`config.mk`:
```
export PLATFORM = sky130hd
export DESIGN_NAME = msp_divider
export DESIGN_NICKNAME = d
export VERILOG_FILES = /design/src/hw/rtl/msp_pkg.sv /design/src/hw/rtl/msp_divider.sv
export SDC_FILE = /design/constraint.sdc
export NUM_CORES = 2
export LEC_CHECK = 0
export BUFFER_PORTS_ARGS = -buffer_cell sky130_fd_sc_hd__buf_4
export CAP_MARGIN = 20
export CORE_UTILIZATION = 58
export DETAILED_ROUTE_END_ITERATION = 6
export PLACE_DENSITY = 0.78
export SYNTH_ARGS = -nofsm -noshare
export SYNTH_HDL_FRONTEND = slang
export SYNTH_SLANG_ARGS = --single-unit
```
`constraint.sdc`:
```
create_clock -name aclk -period 10 [get_ports aclk]
set_clock_uncertainty 0.1 [all_clocks]
set_input_delay 2 -clock aclk [delete_from_list [all_inputs] [get_ports aclk]]
set_output_delay 2 -clock aclk [all_outputs]
set_load 0.01 [all_outputs]
```
`src/hw/rtl/msp_pkg.sv`:
```
// Shared types, constants and arithmetic step functions of the pixel weight block.
// Depends on nothing.
`timescale 1ns / 1ps
package msp_pkg;

    localparam int NUM_BINS = 4096;
    localparam int IDX_W = $clog2(NUM_BINS);
    localparam int DIV_STAGES = 8;
    localparam int DIV_STEPS = 4;
    localparam int SQRT_STAGES = 4;
    localparam int SQRT_STEPS = 4;
    localparam logic [15:0] WEIGHT_MAX = 16'hFFFF;

    typedef enum logic [1:0] {
        REQ_PIXEL        = 2'd0,
        REQ_WRITE_TARGET = 2'd1,
        REQ_WRITE_CAND   = 2'd2,
        REQ_UNUSED       = 2'd3
    } req_type_t;

    // Side information that travels with each pixel request.
    typedef struct packed {
        logic        valid;
        logic        in_kernel;
        logic        zero_cand;
        logic        bypass;
        logic [15:0] fixed_w;
    } meta_t;

    typedef struct packed {
        logic [15:0] rem;
        logic [31:0] quo;
    } div_state_t;

    typedef struct packed {
        logic [31:0] rad;
        logic [16:0] rem;
        logic [15:0] root;
    } sqrt_state_t;

    // One restoring division step: bring in the next dividend bit.
    function automatic div_state_t div_step(div_state_t s, logic [15:0] d);
        logic [16:0] sh;
        div_state_t  r;
        sh = {s.rem, s.quo[31]};
        r.quo = {s.quo[30:0], 1'b0};
        if (sh >= {1'b0, d}) begin
            sh = sh - {1'b0, d};
            r.quo[0] = 1'b1;
        end
        r.rem = sh[15:0];
        return r;
    endfunction

    // One digit of the square root: bring in the next two radicand bits.
    function automatic sqrt_state_t sqrt_step(sqrt_state_t s);
        logic [18:0] sh;
        logic [18:0] trial;
        sqrt_state_t r;
        sh = {s.rem, s.rad[31:30]};
        trial = {1'b0, s.root, 2'b01};
        r.rad = {s.rad[29:0], 2'b00};
        if (sh >= trial) begin
            sh = sh - trial;
            r.root = {s.root[14:0], 1'b1};
        end else begin
            r.root = {s.root[14:0], 1'b0};
        end
        r.rem = sh[16:0];
        return r;
    endfunction

endpackage

```
`src/hw/rtl/msp_divider.sv`:
```
// Pipelined restoring divider: (target << 16) / candidate, four bits per stage.
// Depends on msp_pkg.
`timescale 1ns / 1ps
module msp_divider (
    input  logic                aclk,
    input  logic                aresetn,
    input  logic                advance,
    input  msp_pkg::meta_t      meta_in,
    input  logic [15:0]         target,
    input  logic [15:0]         cand,
    output msp_pkg::meta_t      meta_out,
    output logic [31:0]         quotient
);
    import msp_pkg::*;

    meta_t      meta_reg  [DIV_STAGES];
    div_state_t state_reg [DIV_STAGES];
    logic [15:0] dvs_reg  [DIV_STAGES];
    div_state_t state_next [DIV_STAGES];

    always_comb begin
        div_state_t s;
        for (int i = 0; i < DIV_STAGES; i++) begin
            if (i == 0) begin
                s.rem = 16'h0000;
                s.quo = {target, 16'h0000};
            end else begin
                s = state_reg[i-1];
            end
            for (int k = 0; k < DIV_STEPS; k++) begin
                s = div_step(s, (i == 0) ? cand : dvs_reg[i-1]);
            end
            state_next[i] = s;
        end
    end

    always_ff @(posedge aclk) begin
        if (!aresetn) begin
            for (int i = 0; i < DIV_STAGES; i++) begin
                meta_reg[i].valid <= 1'b0;
            end
        end else if (advance) begin
            for (int i = 0; i < DIV_STAGES; i++) begin
                meta_reg[i] <= (i == 0) ? meta_in : meta_reg[i-1];
            end
        end
        if (advance) begin
            for (int i = 0; i < DIV_STAGES; i++) begin
                state_reg[i] <= state_next[i];
                dvs_reg[i]   <= (i == 0) ? cand : dvs_reg[i-1];
            end
        end
    end

    assign meta_out = meta_reg[DIV_STAGES-1];
    assign quotient = state_reg[DIV_STAGES-1].quo;
endmodule

```
==> results by group <==
Finish
  – Flip-flop count of the largest register after layout: 280
  – Final #Nets: 5,477
  – Post-layout utilization of the core: 0.688
  – Share of final-layout standard cells stronger than drive strength 1: 0.207
  – Post-route non-filler standard cell count: 5,936
  – Fillers: roughly 5,600
  – Area added between synthesis and finish: 16.3%

Global routing
  – Maximum number of pins on one net before global-route repair: about 100
  – Initial antenna violation count: 2
  – Remaining Overflow, GRT: 0
  – Wire length of the first global-routing pass: ~180 mm
  – Global-route usage over all layers: 0.287
  – Number of global-route vias before repair: 34,700

Worst setup path
  – Data arrival time of the critical path: around 9.9 ns
  – Critical Path Max Stage Delay: 0.45 ns
  – Endpoint of the worst setup timing path: state_reg[1][141]
  – Critical register-to-register path endpoint: state_reg[1][141]
  – Startpoint of the most critical setup path: dvs_reg[5][8]
  – Origin of the critical flop-to-flop path: dvs_reg[5][8]
  – Cells on worst reg2reg path: 41
  – Max Fanout on Critical Path: 9
  – Reg-to-reg setup timing slack: 0.35 ns
  – Cell count along the critical path: 41
  – Master of the slowest instance on the critical path: sky130_fd_sc_hd__edfxtp_1
  – Worst endpoint required time: 10.30 ns
  – Critical Setup Path Class: flip-flop to flip-flop
  – CP Buf/Inv Count: 6
  – Startpoint class of the critical path: flip-flop
  – Element type at the critical path end: flip-flop
  – Cell family contributing the most delay on the critical path: compound AO/OA/AOI/OAI gates

Die
  – Full die area: just under 0.08 mm²
  – Width of the die: 278 µm
  – Count of pins on the block boundary: between 100 and 150
  – Height of the die: 278 µm
  – Initial cell density of the core: 0.591
  – Area of the core: roughly 0.075 mm²
  – Std cell rows: 100

Run status
  – Run status: finished, violations left
  – Failing checks: design-rule violations

Yosys
  – Net count after synthesis: approximately 5,000
  – Most frequently used flop master after synthesis: sky130_fd_sc_hd__edfxtp_1
  – Number of enable-type register cells in the synthesized netlist: 547
  – Sequential share of the synthesized area: 0.373
  – Combined area of all synthesized cells: 0.0443 mm²
  – Library cell with the largest summed area after synthesis: sky130_fd_sc_hd__edfxtp_1
  – Post-synth cell types: 90
  – Post-synthesis cell count: 4,445
  – Post-synthesis area per instance: ~10 µm²
  – Share of Yosys cell area claimed by the top area cell type: 0.371
  – Synth Warn #: 0
  – Ranking of synthesized cells by area: sky130_fd_sc_hd__edfxtp_1, sky130_fd_sc_hd__ha_1, sky130_fd_sc_hd__mux2_2, sky130_fd_sc_hd__xnor2_1, sky130_fd_sc_hd__a21oi_1
  – Number of synthesized register bits: 552
  – Fraction of synthesis flops using an asynchronous set or reset pin: 0

Job
  – Maxcap violations: 0

CTS
  – H-tree level count: 2
  – Number of buffers inserted during clock tree synthesis: 58
  – Worst skew pair latency: 0.65 ns
  – Number of clock sinks: 552
  – Maximum number of buffers from clock root to sink: 3
  – CTS tree: built
  – Clock Root Buffer: sky130_fd_sc_hd__clkbuf_16
  – Clock-pin slew on the worst setup and hold paths: 0.07 ns

Route
  – DRC violation total after the first TritonRoute iteration: 2,745
  – Mean routed wirelength per cell: 19.3 µm
  – Wire length reported by the detailed router: approximately 110 mm
  – Antenna Nets Post-Route: 0
  – DRC violations left: 3
  – Detailed-route via count: 36,000
  – Detailed-router iteration count before antenna repair: 7
  – Vias per cell: 6.06

Min path
  – Class of the tightest hold or removal check: flip-flop to flip-flop
  – Hold-critical path depth: 0

STA
  – Highest clock frequency the design can meet: 104 MHz
  – Max Transition Viols Final: 0
  – Post-route fraction of the period consumed by the critical path: 0.965
  – Final count of negative-setup-slack endpoints: 0
  – Count of endpoints failing hold in the final timing report: 0
  – Final worst path period need: 9.65 ns
  – Tightest hold margin: 0.308 ns
  – Pin slew with the least headroom to its limit: about 0.95 ns
  – Worst slew margin relative to its limit: 0.367

Placement
  – Global placement routability congestion: 1.01
  – Post-Place Cells: 5,802
  – Post-DP HPWL: roughly 90 mm
  – Number of I/O port buffers: roughly 110
## layout by cell type (no fill, tap or decap), types with 32 or more instances in the layout
cell	count
sky130_fd_sc_hd__ha_1	481
sky130_fd_sc_hd__edfxtp_1	547
sky130_fd_sc_hd__nand2b_1	48
sky130_fd_sc_hd__and2_1	32
sky130_fd_sc_hd__xnor2_1	229
sky130_fd_sc_hd__and3_1	32
sky130_fd_sc_hd__mux2_2	221
sky130_fd_sc_hd__o21a_1	75
sky130_fd_sc_hd__nor2b_1	73
sky130_fd_sc_hd__inv_1	276
sky130_fd_sc_hd__nor3_1	93
sky130_fd_sc_hd__buf_4	525
sky130_fd_sc_hd__nand2_1	266
sky130_fd_sc_hd__o21bai_1	49
sky130_fd_sc_hd__a211oi_1	53
sky130_fd_sc_hd__clkbuf_16	59
sky130_fd_sc_hd__a21o_1	194
sky130_fd_sc_hd__o21ai_0	219
sky130_fd_sc_hd__xor2_1	122
sky130_fd_sc_hd__a21oi_1	314
sky130_fd_sc_hd__nor2_1	292
sky130_fd_sc_hd__a31oi_1	35
sky130_fd_sc_hd__nand3_1	73
sky130_fd_sc_hd__nand4_1	65
## cell usage after synthesis, types with 49 or more instances
library cell / n
sky130_fd_sc_hd__nand2_1: 266
sky130_fd_sc_hd__xnor2_1: 229
sky130_fd_sc_hd__a21oi_1: 338
sky130_fd_sc_hd__buf_4: 53
sky130_fd_sc_hd__ha_1: 486
sky130_fd_sc_hd__inv_1: 283
sky130_fd_sc_hd__nand3_1: 75
sky130_fd_sc_hd__a21o_1: 194
sky130_fd_sc_hd__edfxtp_1: 547
sky130_fd_sc_hd__o21ai_0: 253
sky130_fd_sc_hd__nand2b_1: 50
sky130_fd_sc_hd__mux2_2: 221
sky130_fd_sc_hd__nand4_1: 65
sky130_fd_sc_hd__nor2b_1: 73
sky130_fd_sc_hd__o21a_1: 76
sky130_fd_sc_hd__o21bai_1: 49
sky130_fd_sc_hd__nor3_1: 96
sky130_fd_sc_hd__a211oi_1: 59
sky130_fd_sc_hd__xor2_1: 122
sky130_fd_sc_hd__nor2_1: 299
sky130_fd_sc_hd__clkbuf_1: 58
## per-stage QoR
step | instance area (µm²) | setup TNS [ns] | setup slack (ns)
global route | 51500 | -0.240 | -0.0715
detailed placement | 48900 | -0.722 | -0.0671
floorplan | 44500 | -0.00219 | -0.00110
global placement | 48900 | 0 | 0.129
finish | 51500 | 0 | 0.353
CTS | 50800 | 0 | 0.0497
## worst min path at each step
stage,end,start
after floorplan,meta_reg[0][20],meta_reg[0][0]
after global placement,meta_reg[1][28],meta_reg[1][8]
after detailed placement,meta_reg[0][41],meta_reg[0][21]
after CTS,meta_reg[0][77],meta_reg[0][57]
after global routing,meta_reg[1][42],meta_reg[1][22]
final,state_reg[1][106],state_reg[1][54]
## timing repair
action | CTS | global route
setup endpoints to repair | 8 | 117
cloned | 0 | 3
pin swaps | 0 | 26
setup buffers | 1 | 19
gates resized for setup | 3 | 141
hold buffers | 0 | 0
## cells by family after synthesis
| family | Yosys count | share of synthesized area |
|---|---|---|
| xor gates and xnor gates | 351 | 0.0694 |
| AOI/OAI and AO/OA | 1259 | 0.186 |
| muxes | 253 | 0.0637 |
| adders and majority gates | 505 | 0.146 |
| DFF | 552 | 0.373 |
| and+or+nand+nor | 1109 | 0.122 |
| buffers and inverters | 416 | 0.0405 |
## per-layer routing
metal / global-route usage / vias to the layer above / wire length (µm)
met2: 0.487 / 1124 / 54500
met1: 0.375 / 17000 / 49600
met4: 0.114 / 0 / 4590
li1: - / 17500 / -
met3: 0.0323 / 263 / 6120
met5: 0 / - / 0
## layout make-up
type                       instances  area, µm²  area share
multi-input combinational       3477      26600       0.516
sequential                       552      16500       0.321
timing repair buffer             539       4170      0.0809
clock buffer                      67       1490      0.0288
tap                              969       1210      0.0235
inverter                         289       1090      0.0212
clock inverter                    42        449     0.00872
antenna                            1       2.50   0.0000486
Power is left out: the tool's default activity adds up to more than one toggle a clock period on the data nets, which glitch-free logic cannot reach.
