$ cat src/hw/rtl/msp_pkg.sv
// Shared types, constants and arithmetic step functions of the pixel weight block.
// Depends on nothing.
`timescale 1ns / 1ps
package msp_pkg;

    localparam int NUM_BINS = 4096;
    localparam int IDX_W = $clog2(NUM_BINS);
    localparam int DIV_STAGES = 8;
    localparam int DIV_STEPS = 4;
    localparam int SQRT_STAGES = 4;
    localparam int SQRT_STEPS = 4;
    localparam logic [15:0] WEIGHT_MAX = 16'hFFFF;

    typedef enum logic [1:0] {
        REQ_PIXEL        = 2'd0,
        REQ_WRITE_TARGET = 2'd1,
        REQ_WRITE_CAND   = 2'd2,
        REQ_UNUSED       = 2'd3
    } req_type_t;

    // Side information that travels with each pixel request.
    typedef struct packed {
        logic        valid;
        logic        in_kernel;
        logic        zero_cand;
        logic        bypass;
        logic [15:0] fixed_w;
    } meta_t;

    typedef struct packed {
        logic [15:0] rem;
        logic [31:0] quo;
    } div_state_t;

    typedef struct packed {
        logic [31:0] rad;
        logic [16:0] rem;
        logic [15:0] root;
    } sqrt_state_t;

    // One restoring division step: bring in the next dividend bit.
    function automatic div_state_t div_step(div_state_t s, logic [15:0] d);
        logic [16:0] sh;
        div_state_t  r;
        sh = {s.rem, s.quo[31]};
        r.quo = {s.quo[30:0], 1'b0};
        if (sh >= {1'b0, d}) begin
            sh = sh - {1'b0, d};
            r.quo[0] = 1'b1;
        end
        r.rem = sh[15:0];
        return r;
    endfunction

    // One digit of the square root: bring in the next two radicand bits.
    function automatic sqrt_state_t sqrt_step(sqrt_state_t s);
        logic [18:0] sh;
        logic [18:0] trial;
        sqrt_state_t r;
        sh = {s.rem, s.rad[31:30]};
        trial = {1'b0, s.root, 2'b01};
        r.rad = {s.rad[29:0], 2'b00};
        if (sh >= trial) begin
            sh = sh - trial;
            r.root = {s.root[14:0], 1'b1};
        end else begin
            r.root = {s.root[14:0], 1'b0};
        end
        r.rem = sh[16:0];
        return r;
    endfunction

endpackage

$ cat src/hw/rtl/msp_sqrt.sv
// Pipelined digit-by-digit integer square root of a 32-bit value, four digits per stage.
// Depends on msp_pkg.
`timescale 1ns / 1ps
module msp_sqrt (
    input  logic           aclk,
    input  logic           aresetn,
    input  logic           advance,
    input  msp_pkg::meta_t meta_in,
    input  logic [31:0]    radicand,
    output msp_pkg::meta_t meta_out,
    output logic [15:0]    root
);
    import msp_pkg::*;

    meta_t       meta_reg   [SQRT_STAGES];
    sqrt_state_t state_reg  [SQRT_STAGES];
    sqrt_state_t state_next [SQRT_STAGES];

    always_comb begin
        sqrt_state_t s;
        for (int i = 0; i < SQRT_STAGES; i++) begin
            if (i == 0) begin
                s.rad  = radicand;
                s.rem  = 17'h00000;
                s.root = 16'h0000;
            end else begin
                s = state_reg[i-1];
            end
            for (int k = 0; k < SQRT_STEPS; k++) begin
                s = sqrt_step(s);
            end
            state_next[i] = s;
        end
    end

    always_ff @(posedge aclk) begin
        if (!aresetn) begin
            for (int i = 0; i < SQRT_STAGES; i++) begin
                meta_reg[i].valid <= 1'b0;
            end
        end else if (advance) begin
            for (int i = 0; i < SQRT_STAGES; i++) begin
                meta_reg[i] <= (i == 0) ? meta_in : meta_reg[i-1];
            end
        end
        if (advance) begin
            for (int i = 0; i < SQRT_STAGES; i++) begin
                state_reg[i] <= state_next[i];
            end
        end
    end

    assign meta_out = meta_reg[SQRT_STAGES-1];
    assign root     = state_reg[SQRT_STAGES-1].root;
endmodule

$ cat config.mk
export PLATFORM = sky130hd
export DESIGN_NAME = msp_sqrt
export DESIGN_NICKNAME = d
export VERILOG_FILES = /design/src/hw/rtl/msp_pkg.sv /design/src/hw/rtl/msp_sqrt.sv
export SDC_FILE = /design/constraint.sdc
export NUM_CORES = 1
export LEC_CHECK = 0
export BUFFER_PORTS_ARGS = -buffer_cell sky130_fd_sc_hd__buf_2
export CORE_MARGIN = 2
export CORE_UTILIZATION = 57
export CTS_CLUSTER_DIAMETER = 200
export CTS_CLUSTER_SIZE = 12
export DETAILED_ROUTE_END_ITERATION = 7
export PLACE_DENSITY = 0.78
export SLEW_MARGIN = 15
export SYNTH_ARGS = -nofsm -noshare
export SYNTH_HDL_FRONTEND = slang
export SYNTH_SLANG_ARGS = --single-unit
$ cat constraint.sdc
create_clock -name aclk -period 9.3 [get_ports aclk]
set_clock_uncertainty 0.05 [all_clocks]
set_input_delay 0.93 -clock aclk [delete_from_list [all_inputs] [get_ports aclk]]
set_output_delay 0.93 -clock aclk [all_outputs]
set_load 0.02 [all_outputs]
==> impl_summary.md, run 1 <==
Synth
By area the synthesized netlist is led by sky130_fd_sc_hd__edfxtp_1, sky130_fd_sc_hd__ha_1, sky130_fd_sc_hd__xnor2_1, sky130_fd_sc_hd__a21oi_1, sky130_fd_sc_hd__nor2_1. The synthesized instance count is 1813. The synthesized netlist devotes a little under a fifth of its cell area to simple gates.

The register area share after synthesis is 37.9%. The predominant post-synthesis flop cell is sky130_fd_sc_hd__edfxtp_1. After Yosys synthesis, XOR and XNOR cells account for about 7.7% of the synthesized area.

Multiplexer cells account for 2.34% of the synthesized area. The synthesized area is 17300 um2. Yosys mapped the design onto 106 distinct sky130hd cell types. The mean instance size in the synthesized netlist is about 9.5 um2.

The number of warnings reported in the yosys synthesis log is 0. In this run, synthesis produced a sequential element count of 219. In this run, synthesis inferred 216 flip-flops with an integrated enable. The main combinational cell family by area after synthesis is compound AO/OA/AOI/OAI gates.

The area share of the leading cell type in the synthesized netlist is 37.5%. Counting instances in the post-synthesis netlist gives the leading cell types as sky130_fd_sc_hd__edfxtp_1, sky130_fd_sc_hd__nor2_1, sky130_fd_sc_hd__a21oi_1. The fraction of synthesis flops using an asynchronous set or reset pin is 0%. The share of the synthesized area in compound gates (AO/OA/AOI/OAI) is 19.7%. The top cell type by total area after synthesis is sky130_fd_sc_hd__edfxtp_1. By instance count, the leading cell after synthesis is sky130_fd_sc_hd__edfxtp_1. After Yosys synthesis, full adders, half adders and majority gates account for 10.9% of the synthesized area.

Global routing
After global routing the overflow that remains totals 0. For this run, the total global-route usage over all layers was measured as 27.4%. Entering global routing, the biggest net connects 77 pins. The first global-routing pass estimated 69200 um of wire.

The initial antenna violation count is 0. The via count of the first global-routing pass is 13562.

Timing
The number of hold violations in the final report came to 0. The final number of setup-violating endpoints is 0. The slew at the pin closest to its max-slew limit is 1.02 ns. In the final timing run, aggregate negative setup slack is 0 ns. The worst path in the final design needs a cycle of 8.92 ns, including I/O delays and setup. The max-slew headroom at the worst pin is 32.2%. The number of pins exceeding their max-slew limit in the final report was 0. The achievable clock frequency is around 110 MHz. The final critical-path share of the clock period is 95.9%.

Power and ir drop
Combinational cells account for about two thirds of the total power. The maximum vdd drop is around 310 uV. The internal power summed over all cells is 3.66 mW. For this design the ratio of total power to cell area is 345 nW/um2. Of the total power, the share spent switching nets is 45.6%. The clock network fraction of design power is 12.1%. The net switching power of the design is 3.06 mW. Sequential cells burn 21.0% of the power. In this run the static leakage power is 7.99 nW.

Setup path
The worst path buffer plus inverter count is 2. The worst register-to-register path ends at state_reg[2][26]. STA classifies the critical path startpoint as a flop.

The largest incremental delay on the critical path is 0.56 ns. The endpoint type of the worst setup path is a flop. Of all nets on the critical path, the largest fanout is 20. The cell family contributing the most delay on the critical path is simple AND/OR/NAND/NOR gates. The critical register-to-register path startpoint is state_reg[1][18].

The slack of the worst reg-to-reg path is 0.38 ns. The type of the worst setup path is flop to flop. Counting cells, the worst reg-to-reg path comes to 37. The master of the slowest instance on the critical path is sky130_fd_sc_hd__or4_4.

The arrival time at the worst endpoint is 9.14 ns. The required time of the worst setup path is 9.51 ns.

Routing
The routed wire length is 44300 um. After detailed routing, the number of remaining DRC violations is 0. The remaining antenna violation count is 0. The pre-antenna-repair detailed-routing pass consisted of 5 iterations.

The count of vias placed by the detailed router is 14427. The via density per instance is approximately 6. The routed length per placed instance is 18.9 um.

In this run, the number of DRC markers left after iteration 0 of detailed routing was 992.

Clocking
The count of H-tree levels built during CTS is 1. Clock-pin slew was measured on the worst setup and hold paths at 0.06 ns. The TritonCTS buffer count is 22.

The number of sinks driven by the clock tree is 219. At the later pin of the worst-skew pair, clock insertion delay measures 0.55 ns. The TritonCTS clock tree is yes. Counting along the longest clock path gives a buffer depth of 3. The root buffer cell chosen for the clock tree is sky130_fd_sc_hd__clkbuf_16.

Min path
The launch point of the worst hold path is meta_reg[0][14]. The worst hold-check path type is flop to flop. The number of cells on the worst hold path is 0. The path with the worst hold slack has its endpoint at meta_reg[1][14].

Job
The reported max-cap violation count is 0.

Place
The final weighted congestion in routability-driven placement is 0.961. During placement, the flow inserted port buffers numbering 90. The number of placed instances, taps included, is 2302. Detailed placement ended at an HPWL of 34200 um. The standard cell area after detailed placement is between 15000 and 20000 um2.

Floorplan
The core outline area is 29800 um2. The number of ports placed on the die boundary is slightly above 90. In this run the horizontal extent of the chip is approximately 180 um. The effective utilization at floorplan is 58.0%. In this run the core area contains between 60 and 70 standard-cell rows.

The vertical die dimension is between 150 and 200 um. The floorplan step defined a die boundary enclosing 31700 um2.

Cells and area
The growth of design area from synthesis to finish is 12.7%. Once layout is complete, the cells apart from fillers number between 2000 and 2500. The number of flip-flops under the largest register name is about 140.

Fill cells in the final layout number approximately 2500. The total area of multi-input combinational cells is 10500 um2. The cell area after layout is between 15000 and 20000 um2. The antenna diode count is 0. The number of nets in the layout is 2146. The register area is 6550 um2. The final core utilization is roughly 65%. Cells with a size suffix above 1 make up 16.2% of the layout.

Status
The run finished with clean final reports.
==> stage by stage <==
stage          total power, mW  worst slack, ns  hold WS (ns)
3_3_place_gp              5.61           -0.310         0.350
6_report                  6.72            0.377         0.362
2_1_floorplan             4.67           0.0170         0.350
5_1_grt                   7.23          -0.0476         0.363
4_1_cts                   6.55           0.0423         0.365
3_5_place_dp              5.68           -0.389         0.355
==> cell families after synthesis <==
| kind of cell | after synthesis |
|---|---|
| simple gates | 597 |
| compound gates | 505 |
| flops | 219 |
| buf+inv | 154 |
| xor+xnor | 151 |
| fa+ha+maj | 150 |
| mux | 36 |
| other cells | 1 |
==> power groups by stage <==
stage	logic, mW	registers [mW]	clock network [mW]
6_report	4.49	1.41	0.814
5_1_grt	4.93	1.42	0.872
4_1_cts	4.30	1.41	0.840
3_5_place_dp	4.26	1.43	0
3_3_place_gp	4.19	1.42	0
2_1_floorplan	3.28	1.39	0
==> area by class of cell <==
type                       instances  share of cell area (%)
multi-input combinational       1441                    53.8
clock buffer                      32                    3.02
sequential                       219                    33.6
timing repair buffer             150                    4.82
clock inverter                     2                   0.212
tap                              390                    2.50
inverter                         107                    2.09
==> placed cells by master, fill, tap and decap left out, types with 9 or more instances in the layout <==
| cell type | instances |
|---|---|
| sky130_fd_sc_hd__nand3_1 | 41 |
| sky130_fd_sc_hd__clkbuf_16 | 22 |
| sky130_fd_sc_hd__xor2_1 | 49 |
| sky130_fd_sc_hd__o21ai_0 | 66 |
| sky130_fd_sc_hd__o21ai_1 | 9 |
| sky130_fd_sc_hd__edfxtp_1 | 216 |
| sky130_fd_sc_hd__a21o_1 | 62 |
| sky130_fd_sc_hd__inv_1 | 96 |
| sky130_fd_sc_hd__nor2b_1 | 25 |
| sky130_fd_sc_hd__xnor2_1 | 101 |
| sky130_fd_sc_hd__o21bai_1 | 13 |
| sky130_fd_sc_hd__and2_1 | 12 |
| sky130_fd_sc_hd__a211oi_1 | 23 |
| sky130_fd_sc_hd__a211o_1 | 10 |
| sky130_fd_sc_hd__nor2_1 | 163 |
| sky130_fd_sc_hd__nand2b_1 | 23 |
| sky130_fd_sc_hd__o31ai_1 | 11 |
| sky130_fd_sc_hd__a31oi_1 | 23 |
| sky130_fd_sc_hd__a21oi_2 | 13 |
| sky130_fd_sc_hd__o21a_1 | 18 |
| sky130_fd_sc_hd__buf_2 | 89 |
| sky130_fd_sc_hd__or3_1 | 16 |
| sky130_fd_sc_hd__ha_2 | 14 |
| sky130_fd_sc_hd__nand2_1 | 132 |
| sky130_fd_sc_hd__nand4_1 | 24 |
| sky130_fd_sc_hd__mux2_2 | 14 |
| sky130_fd_sc_hd__or2_2 | 15 |
| sky130_fd_sc_hd__nor3_1 | 38 |
| sky130_fd_sc_hd__ha_1 | 131 |
| sky130_fd_sc_hd__a21oi_1 | 150 |
| sky130_fd_sc_hd__and3_1 | 14 |
| sky130_fd_sc_hd__buf_4 | 56 |
| sky130_fd_sc_hd__mux2i_1 | 14 |
| sky130_fd_sc_hd__nor4_1 | 14 |
| sky130_fd_sc_hd__clkbuf_1 | 10 |
==> worst max-delay path by stage <==
stage	startpoint	to	slack, ns	cells after the start
floorplan	state_reg[1][6]	state_reg[2][26]	0.02	46
global placement	state_reg[1][4]	state_reg[2][32]	-0.31	40
detailed placement	state_reg[1][6]	state_reg[2][17]	-0.39	40
CTS	state_reg[1][6]	state_reg[2][32]	0.04	40
global route	state_reg[2][5]	state_reg[3][0]	-0.05	41
finish	state_reg[1][18]	state_reg[2][26]	0.38	37
==> worst register-to-register path: cells and delay by family, from the launching register on <==
family	cells	cell delay, ns
AOI/OAI and AO/OA	13	2.77
DFF	1	0.44
adders and majority gates	4	1.51
muxes	2	0.71
buffers and inverters	2	0.35
and+or+nand+nor	16	2.82
==> per-layer routing <==
layer / vias up / share of wire, % / track usage, %
li1: 7018 / - / -
met1: 6828 / 43 / 36.1
met3: 97 / 6.6 / 4.07
met5: - / 0 / 0
met4: 0 / 3.0 / 9.04
met2: 484 / 48 / 46.4
==> timing repair <==
action	4_1_cts	5_1_grt
setup buffers	1	4
pin swaps	1	14
setup endpoints to repair	19	37
resized for setup	8	79
hold buffers	0	0
(Power assumes the default switching activity.)
==> run 2, diff against run 1 <==
--- a/config.mk
+++ b/config.mk
@@ -5,12 +5,13 @@
 export SDC_FILE = /design/constraint.sdc
 export NUM_CORES = 1
 export LEC_CHECK = 0
-export BUFFER_PORTS_ARGS = -buffer_cell sky130_fd_sc_hd__buf_2
 export CORE_MARGIN = 2
-export CORE_UTILIZATION = 57
+export CORE_UTILIZATION = 59
 export CTS_CLUSTER_DIAMETER = 200
 export CTS_CLUSTER_SIZE = 12
 export DETAILED_ROUTE_END_ITERATION = 7
+export DONT_BUFFER_PORTS = 1
+export MAX_ROUTING_LAYER = met4
 export PLACE_DENSITY = 0.78
 export SLEW_MARGIN = 15
 export SYNTH_ARGS = -nofsm -noshare
==> impl_summary.md, run 2 (synthesis gave the netlist of run 1 again) <==
Setup path
The required time of the worst setup path is 9.52 ns (about the same). The cell depth of the worst flop-to-flop path came to 40 (+8.1%). The critical-path maximum fanout is 18 (-10%). STA classifies the critical path startpoint as a flop. The arrival time at the worst endpoint is 9.10 ns (-0.04 ns).

The slack of the worst reg-to-reg path is 0.43 ns (+0.05 ns). The worst register-to-register path begins at state_reg[1][7]. The largest incremental delay on the critical path is 0.56 ns (about the same). The endpoint type of the worst setup path is a flop. The largest individual stage delay along the critical path comes from the cell sky130_fd_sc_hd__or4_1. The worst setup path is of the flop to flop kind.

The endpoint of the worst-slack reg-to-reg timing path is state_reg[2][32].

Cells and area
The number of flip-flops under the largest register name is 139 (unchanged). The number of standard cells in the final layout excluding fillers is 2259 (-3.5%). Compared with the post-synthesis result, the final layout area differs by 10.1%.

The most common library cell in the layout ignoring fill and taps is sky130_fd_sc_hd__edfxtp_1. In the layout the commonest cells are sky130_fd_sc_hd__edfxtp_1, sky130_fd_sc_hd__nor2_1, sky130_fd_sc_hd__a21oi_1. The number of nets in the layout is 2069 (-3.6%). The ratio of cells with drive above 1 in the final layout was 12.3% (-4.0 points).

Global routing
The first-pass GRT wire length is 70100 um (+1.2%). The via count of the first global-routing pass came to 13393 (-1.2%). The initial antenna violation count is 1 (+1). The overall global routing resource usage came to 29.2% (+1.8 points). The largest net degree at the start of global routing was 146 (+90%). The overall overflow remaining after global route is 0 (unchanged).

Timing
The slack of the critical path is 0.427 ns (+0.0499 ns). The slew at the pin closest to its max-slew limit came to 0.981 ns (-0.0362 ns). The achievable clock frequency is 113 MHz (+0.56%). The clock period minus final worst setup slack came to 8.87 ns (-0.0499 ns). The number of hold violations in the final report is 0 (unchanged). The max-slew headroom at the worst pin is 34.0% (+1.8 points). The number of pins exceeding their max-slew limit in the final report is 0 (unchanged).

The final critical-path share of the clock period is 95.4% (-0.54 points). The final number of setup-violating endpoints is 0 (unchanged).

Power and ir drop
The maximum vdd drop is 263 uV (-15%). The post-layout total power was 6.69 mW (-0.40%). The power per unit of standard cell area is 352 nW/um2 (+2.0%). The static leakage came to 7.70 nW (-3.7%).

Routing
The remaining antenna violation count is 0 (unchanged). The first-pass iteration count of the detailed router is 8 (+3). The via density per instance is 6.26 (+1.6%). The count of vias placed by the detailed router is 14140 (-2.0%). The final routed DRC violation total came to 0 (unchanged). The initial DRC count came to 1090 (+9.9%). The routed length per placed instance was 19.6 um (+3.7%).

The routed wire length is 44300 um (about the same).

Clocking
In this run the clock root is driven by a sky130_fd_sc_hd__clkbuf_16. The maximum buffer depth of the clock tree was 3 (unchanged). The count of H-tree levels built during CTS is 1 (unchanged). The number of sinks driven by the clock tree is 219 (unchanged). The TritonCTS clock tree is yes. The TritonCTS buffer count is 22 (unchanged).

The clock insertion delay at the later pin of the skew report is 0.53 ns (-0.02 ns). The total of hold buffers inserted after clock tree synthesis came to 0 (unchanged). The clock transition at the registers of the reported paths is 0.07 ns (about the same).

Floorplan
The number of rows in the core area is 62 (-1.6%). The overall die width is 175 um (-1.7%). The area of the die came to 30700 um2 (-3.3%).

The number of ports placed on the die boundary is 91 (unchanged). The vertical die dimension is 175 um (-1.7%). The core outline area was 28800 um2 (-3.4%).

The effective utilization at floorplan is 60.1% (+2.0 points).

Min path
The tightest min-delay check is of the flop to flop type. The number of cells on the worst hold path was 0 (unchanged). The launch point of the worst hold path is state_reg[1][42]. The destination of the worst hold path is state_reg[2][50].

Place
The number of port buffers was 0 (-100%). The worst slack at placement is 0.0135 ns (+0.403 ns). The total half-perimeter wirelength after legalization and detailed placement is 34500 um (+0.89%). The number of cells after detailed placement is 2216 (-3.7%). The final weighted congestion in routability-driven placement is 0.988 (+2.9%).

Status
The run finished with clean final reports.

Job
The reported max-cap violation count is 0 (unchanged).
[run 2: cell types whose count changed in the layout (fill, tap and decap cells not counted), moves of 3 or more]
cell / delta
sky130_fd_sc_hd__buf_2: -89
sky130_fd_sc_hd__nor2_1: +3
sky130_fd_sc_hd__inv_1: -4
sky130_fd_sc_hd__nand3_1: +3
sky130_fd_sc_hd__nand3_2: -3
sky130_fd_sc_hd__buf_4: +15
sky130_fd_sc_hd__nor3_4: -3
sky130_fd_sc_hd__inv_2: +5
sky130_fd_sc_hd__ha_2: -7
sky130_fd_sc_hd__nor3_2: +3
sky130_fd_sc_hd__ha_1: +6
[run 2: through the flow]
stage / area (um2) / util (%) / TNS, ns / hold slack (ns)
2_1_floorplan: 17300 / - / 0 / 0.350
3_3_place_gp: 18100 / 62.8 / 0 / 0.350
3_5_place_dp: 18100 / 62.8 / 0 / 0.355
4_1_cts: 18700 / 65.1 / 0 / 0.367
5_1_grt: 19000 / 66.1 / -0.0613 / 0.367
6_report: 19000 / 66.1 / 0 / 0.361
[run 2: critical path: cells and delay by family, from the launching register on]
kind / cells / cell delay (ns)
xor+xnor: 1 / 0.14
compound gates: 9 / 1.71
simple gates: 19 / 3.32
mux: 2 / 0.75
buf+inv: 5 / 0.78
fa+ha+maj: 4 / 1.44
flops: 1 / 0.41
[run 2: cell type report]
| cell class | instances | area (um2) |
|---|---|---|
| flip-flops and latches | 219 | 6550 |
| clock inverters | 2 | 41.3 |
| repair buffers | 72 | 544 |
| fillers | 2264 | 9750 |
| inverters | 107 | 404 |
| clock buffers | 32 | 588 |
| well taps | 384 | 480 |
| diodes | 1 | 2.50 |
| multi-input cells | 1442 | 10400 |
[run 2: report_power, final]
part	internal (mW)	switching [mW]	total (mW)
combinational	1.91	2.55	4.45
clock	0.440	0.368	0.809
sequential	1.30	0.126	1.43
total	3.65	3.04	6.69
[run 2: how the worst max path moves through the flow]
stage,from,depth (start not counted),to,slack [ns]
after floorplan,state_reg[1][6],46,state_reg[2][26],0.02
after global placement,state_reg[0][3],37,state_reg[1][26],0.07
after detailed placement,state_reg[1][6],39,state_reg[2][26],0.01
after CTS,state_reg[1][7],41,state_reg[2][26],0.009
after global routing,state_reg[2][4],43,state_reg[3][0],-0.06
final,state_reg[1][7],40,state_reg[2][32],0.43
[run 2: per-layer routing]
metal  global-route usage, %  wire, um
met4                    7.43      1330
met1                    38.8     19500
met3                    3.26      2320
met5                       -         0
met2                    48.0     21100
[run 2: what timing repair did]
action                                  in CTS  in global routing
endpoints found under the setup margin      11                 37
cloned                                       0                  1
resized for setup                            3                 69
setup buffers                                0                  7
pin swaps                                    0                 12
==> run 3, diff against run 2 <==
--- a/config.mk
+++ b/config.mk
@@ -5,14 +5,15 @@
 export SDC_FILE = /design/constraint.sdc
 export NUM_CORES = 1
 export LEC_CHECK = 0
+export ABC_AREA = 1
 export CORE_MARGIN = 2
-export CORE_UTILIZATION = 59
+export CORE_UTILIZATION = 55
 export CTS_CLUSTER_DIAMETER = 200
 export CTS_CLUSTER_SIZE = 12
 export DETAILED_ROUTE_END_ITERATION = 7
 export DONT_BUFFER_PORTS = 1
 export MAX_ROUTING_LAYER = met4
-export PLACE_DENSITY = 0.78
+export PLACE_DENSITY = 0.73
 export SLEW_MARGIN = 15
 export SYNTH_ARGS = -nofsm -noshare
 export SYNTH_HDL_FRONTEND = slang
==> impl_summary.md, run 3 <==
Status
The run finished with clean final reports.

Synth
By instance count, the leading cell after synthesis is sky130_fd_sc_hd__nand2_1. The number of synthesized register bits is 219 (unchanged). The register area share after synthesis is 36.6% (-1.2 points). The synthesized instance count is 2334 (+29%). The fraction of synthesis flops using an asynchronous set or reset pin is 0% (unchanged). Ranked by total cell area, the synthesized netlist is headed by sky130_fd_sc_hd__edfxtp_1, sky130_fd_sc_hd__nand2_1, sky130_fd_sc_hd__ha_1, sky130_fd_sc_hd__inv_1, sky130_fd_sc_hd__nand3_1. The synthesized area was 17900 um2 (+3.4%).

The predominant post-synthesis flop cell is sky130_fd_sc_hd__edfxtp_1. The number of synthesized flops with an enable pin was 216 (unchanged). The top cell type by total area after synthesis is sky130_fd_sc_hd__edfxtp_1. The number of warnings reported in the yosys synthesis log is 0 (unchanged). The area share of the leading cell type in the synthesized netlist came to 36.3% (-1.2 points).

The mean instance size in the synthesized netlist is 7.66 um2 (-20%). The number of different library cells in the post-synthesis netlist is 55 (-48%). Ranked by instance count, the synthesized netlist is headed by sky130_fd_sc_hd__nand2_1, sky130_fd_sc_hd__inv_1, sky130_fd_sc_hd__edfxtp_1.

Power and ir drop
The power per unit of standard cell area is 335 nW/um2 (-4.8%). The sequential share of power was 21.4% (about the same). The share of total power consumed by net switching is 50.0% (+4.5 points). The maximum vdd drop is 204 uV (-22%).

The static leakage is 8.82 nW (+15%). The post-layout total power is 6.46 mW (-3.4%). The clock network fraction of design power is 12.7% (+0.6 points). The net switching power of the design is 3.23 mW (+6.1%).

The internal power summed over all cells is 3.23 mW (-11%). The logic gate share of total power came to 65.9% (-0.7 points).

Job
The reported max-cap violation count is 0 (unchanged).

Place
The final weighted congestion in routability-driven placement was 0.987 (-0.18%). The number of port buffers is 0 (unchanged). The standard cell area after detailed placement was 18600 um2 (+3.0%). The total half-perimeter wirelength after legalization and detailed placement came to 37800 um (+9.8%).

Clocking
The count of H-tree levels built during CTS is 1 (unchanged). The maximum buffer depth of the clock tree is 3 (unchanged). The TritonCTS buffer count is 22 (unchanged). The clock transition at the registers of the reported paths is 0.08 ns (about the same). The master cell of the clock root buffer is sky130_fd_sc_hd__clkbuf_16.

The number of sinks driven by the clock tree came to 219 (unchanged). The TritonCTS clock tree is yes. The clock insertion delay at the later pin of the skew report came to 0.55 ns (+0.02 ns).

Cells and area
The fill cell total of the finished layout is 2960 (+31%). The ratio of cells with drive above 1 in the final layout is 7.36% (-4.9 points). The register area is 6550 um2 (unchanged). The number of nets in the layout is 2587 (+25%). The cell area after layout was 19300 um2 (+1.4%). From synthesis to final layout, the design area changed by 8.00%. The total area of multi-input combinational cells is 10000 um2 (-3.8%).

The top cell types in the final layout, fill and taps aside, are sky130_fd_sc_hd__nand2_1, sky130_fd_sc_hd__inv_1, sky130_fd_sc_hd__edfxtp_1. The most common library cell in the layout ignoring fill and taps is sky130_fd_sc_hd__nand2_1. The number of flip-flops under the largest register name came to 139 (unchanged). The final core utilization came to 59.8% (-6.3 points).

Global routing
The overall global routing resource usage is 28.8% (-0.39 points). The initial antenna violation count is 1 (unchanged). The via count of the first global-routing pass is 14587 (+8.9%).

The first-pass GRT wire length was 75100 um (+7.1%). The largest net degree at the start of global routing was 142 (-2.7%). The overall overflow remaining after global route is 0 (unchanged).

Floorplan
The number of rows in the core area is 66 (+6.5%). The vertical die dimension was 184 um (+5.2%). The area of the die was 34000 um2 (+11%).

The effective utilization at floorplan came to 55.4% (-4.7 points). The number of ports placed on the die boundary is 91 (unchanged). The overall die width is 184 um (+5.2%). The core outline area was 32300 um2 (+12%).

Routing
The remaining antenna violation count was 0 (unchanged). The first-pass iteration count of the detailed router is 5 (-3). The initial DRC count is 1436 (+32%). The count of vias placed by the detailed router is 15739 (+11%).

The via density per instance is 5.55 (-11%). The routed wire length is 47200 um (+6.5%). The final routed DRC violation total came to 0 (unchanged). The routed length per placed instance is 16.6 um (-15%).

Min path
The worst hold-check path type is flop to flop. The number of cells on the worst hold path was 0 (unchanged).

Setup path
The largest incremental delay on the critical path is 0.44 ns (-0.12 ns). The required time of the worst setup path is 9.53 ns (about the same). The critical-path maximum fanout was 23 (+5). Counting stages on the worst path, the most repeated cell is sky130_fd_sc_hd__nand2_1. The type of the worst setup path is flop to flop. The endpoint type of the worst setup path is a flop.

For this design, the slowest cell found on the critical path is sky130_fd_sc_hd__edfxtp_1. The cell depth of the worst flop-to-flop path came to 43 (+7.5%). The arrival time at the worst endpoint is 8.63 ns (-0.47 ns). The type of origin of the critical path is a flop.

Timing
The achievable clock frequency is 119 MHz (+5.6%). The final number of setup-violating endpoints was 0 (unchanged). The slew at the pin closest to its max-slew limit is 0.908 ns (-0.0725 ns). The clock period minus final worst setup slack is 8.40 ns (-0.473 ns). The max-slew headroom at the worst pin is 39.4% (+5.4 points). The number of pins exceeding their max-slew limit in the final report is 0 (unchanged).

The number of hold violations in the final report is 0 (unchanged). The final critical-path share of the clock period is 90.3% (-5.1 points).
## run 3: cell types whose count changed after synthesis, moves of 24 or more
| cell | change |
|---|---|
| sky130_fd_sc_hd__a21o_1 | -56 |
| sky130_fd_sc_hd__a21oi_1 | -40 |
| sky130_fd_sc_hd__inv_1 | +197 |
| sky130_fd_sc_hd__nand2_1 | +506 |
| sky130_fd_sc_hd__nand3_1 | +138 |
| sky130_fd_sc_hd__nand4_1 | +24 |
| sky130_fd_sc_hd__nor2b_1 | -25 |
| sky130_fd_sc_hd__o21ai_0 | +91 |
| sky130_fd_sc_hd__xnor2_1 | -39 |
## run 3: path summary, 6_finish.rpt
path              slack [ns]         endpoint            start
setup / recovery        0.90  state_reg[3][0]  state_reg[2][6]
hold / removal          0.35   meta_reg[3][7]   meta_reg[2][7]
setup reg to reg        0.90  state_reg[3][0]  state_reg[2][6]
hold reg to reg         0.35   meta_reg[3][7]   meta_reg[2][7]
## run 3: critical path, delay by kind of cell (launching register included)
kind / cells / cell delay [ns]
adder cells (fa/ha/maj): 4 / 1.38
flip-flops: 1 / 0.44
AO/OA/AOI/OAI: 11 / 2.30
AND/OR/NAND/NOR: 22 / 2.64
buffers and inverters: 6 / 1.34
## run 3: layer usage
layer / up-vias / share of wire [%] / global-route usage, %
li1: 7930 / - / -
met4: 0 / 2.5 / 8.00
met2: 459 / 47 / 47.2
met1: 7277 / 45 / 38.3
met3: 73 / 5.5 / 3.08
met5: - / 0 / -
## run 3: final cells by class
| type | instances | share of cell area (%) |
|---|---|---|
| Clock buffer | 32 | 3.05 |
| Inverter | 308 | 6.05 |
| Multi-Input combinational cell | 1782 | 51.9 |
| Clock inverter | 2 | 0.214 |
| Timing Repair inverter | 2 | 0.0648 |
| Timing Repair Buffer | 47 | 1.89 |
| Antenna cell | 1 | 0.0130 |
| Tap cell | 442 | 2.86 |
| Sequential cell | 219 | 33.9 |
## run 3: power groups by stage
stage	combinational [mW]	clock (mW)	sequential, mW
after floorplan	3.12	0	1.36
after global placement	4.14	0	1.40
after detailed placement	4.16	0	1.40
after CTS	4.18	0.846	1.38
after global routing	4.82	0.867	1.40
final	4.26	0.821	1.38
## run 3: logic make-up (layout without fill, tap and decap cells)
family	Yosys count	count (layout)	synth area share [%]
AO/OA/AOI/OAI	339	339	10.3
XOR/XNOR	114	114	5.59
adder cells (fa/ha/maj)	150	150	10.5
buffers and inverters	334	391	7.35
flip-flops	219	219	36.6
multiplexers	1	1	0.0630
other	1	3	0.0210
AND/OR/NAND/NOR	1176	1176	29.5
## run 3: metrics by stage
stage | setup TNS, ns | std cells | worst slack [ns] | hold slack (ns)
finish | 0 | 2835 | 0.900 | 0.351
global route | -0.0663 | 2835 | -0.0663 | 0.369
CTS | 0 | 2830 | 0.275 | 0.341
detailed placement | 0 | 2796 | 0.330 | 0.355
global placement | 0 | 2796 | 0.315 | 0.351
floorplan | 0 | 2335 | 2.11 | 0.350
## run 3: repair_timing
item	CTS	global route
endpoints found under the setup margin	0	1
hold buffers	0	0
setup buffers	0	2
gates resized for setup	0	11
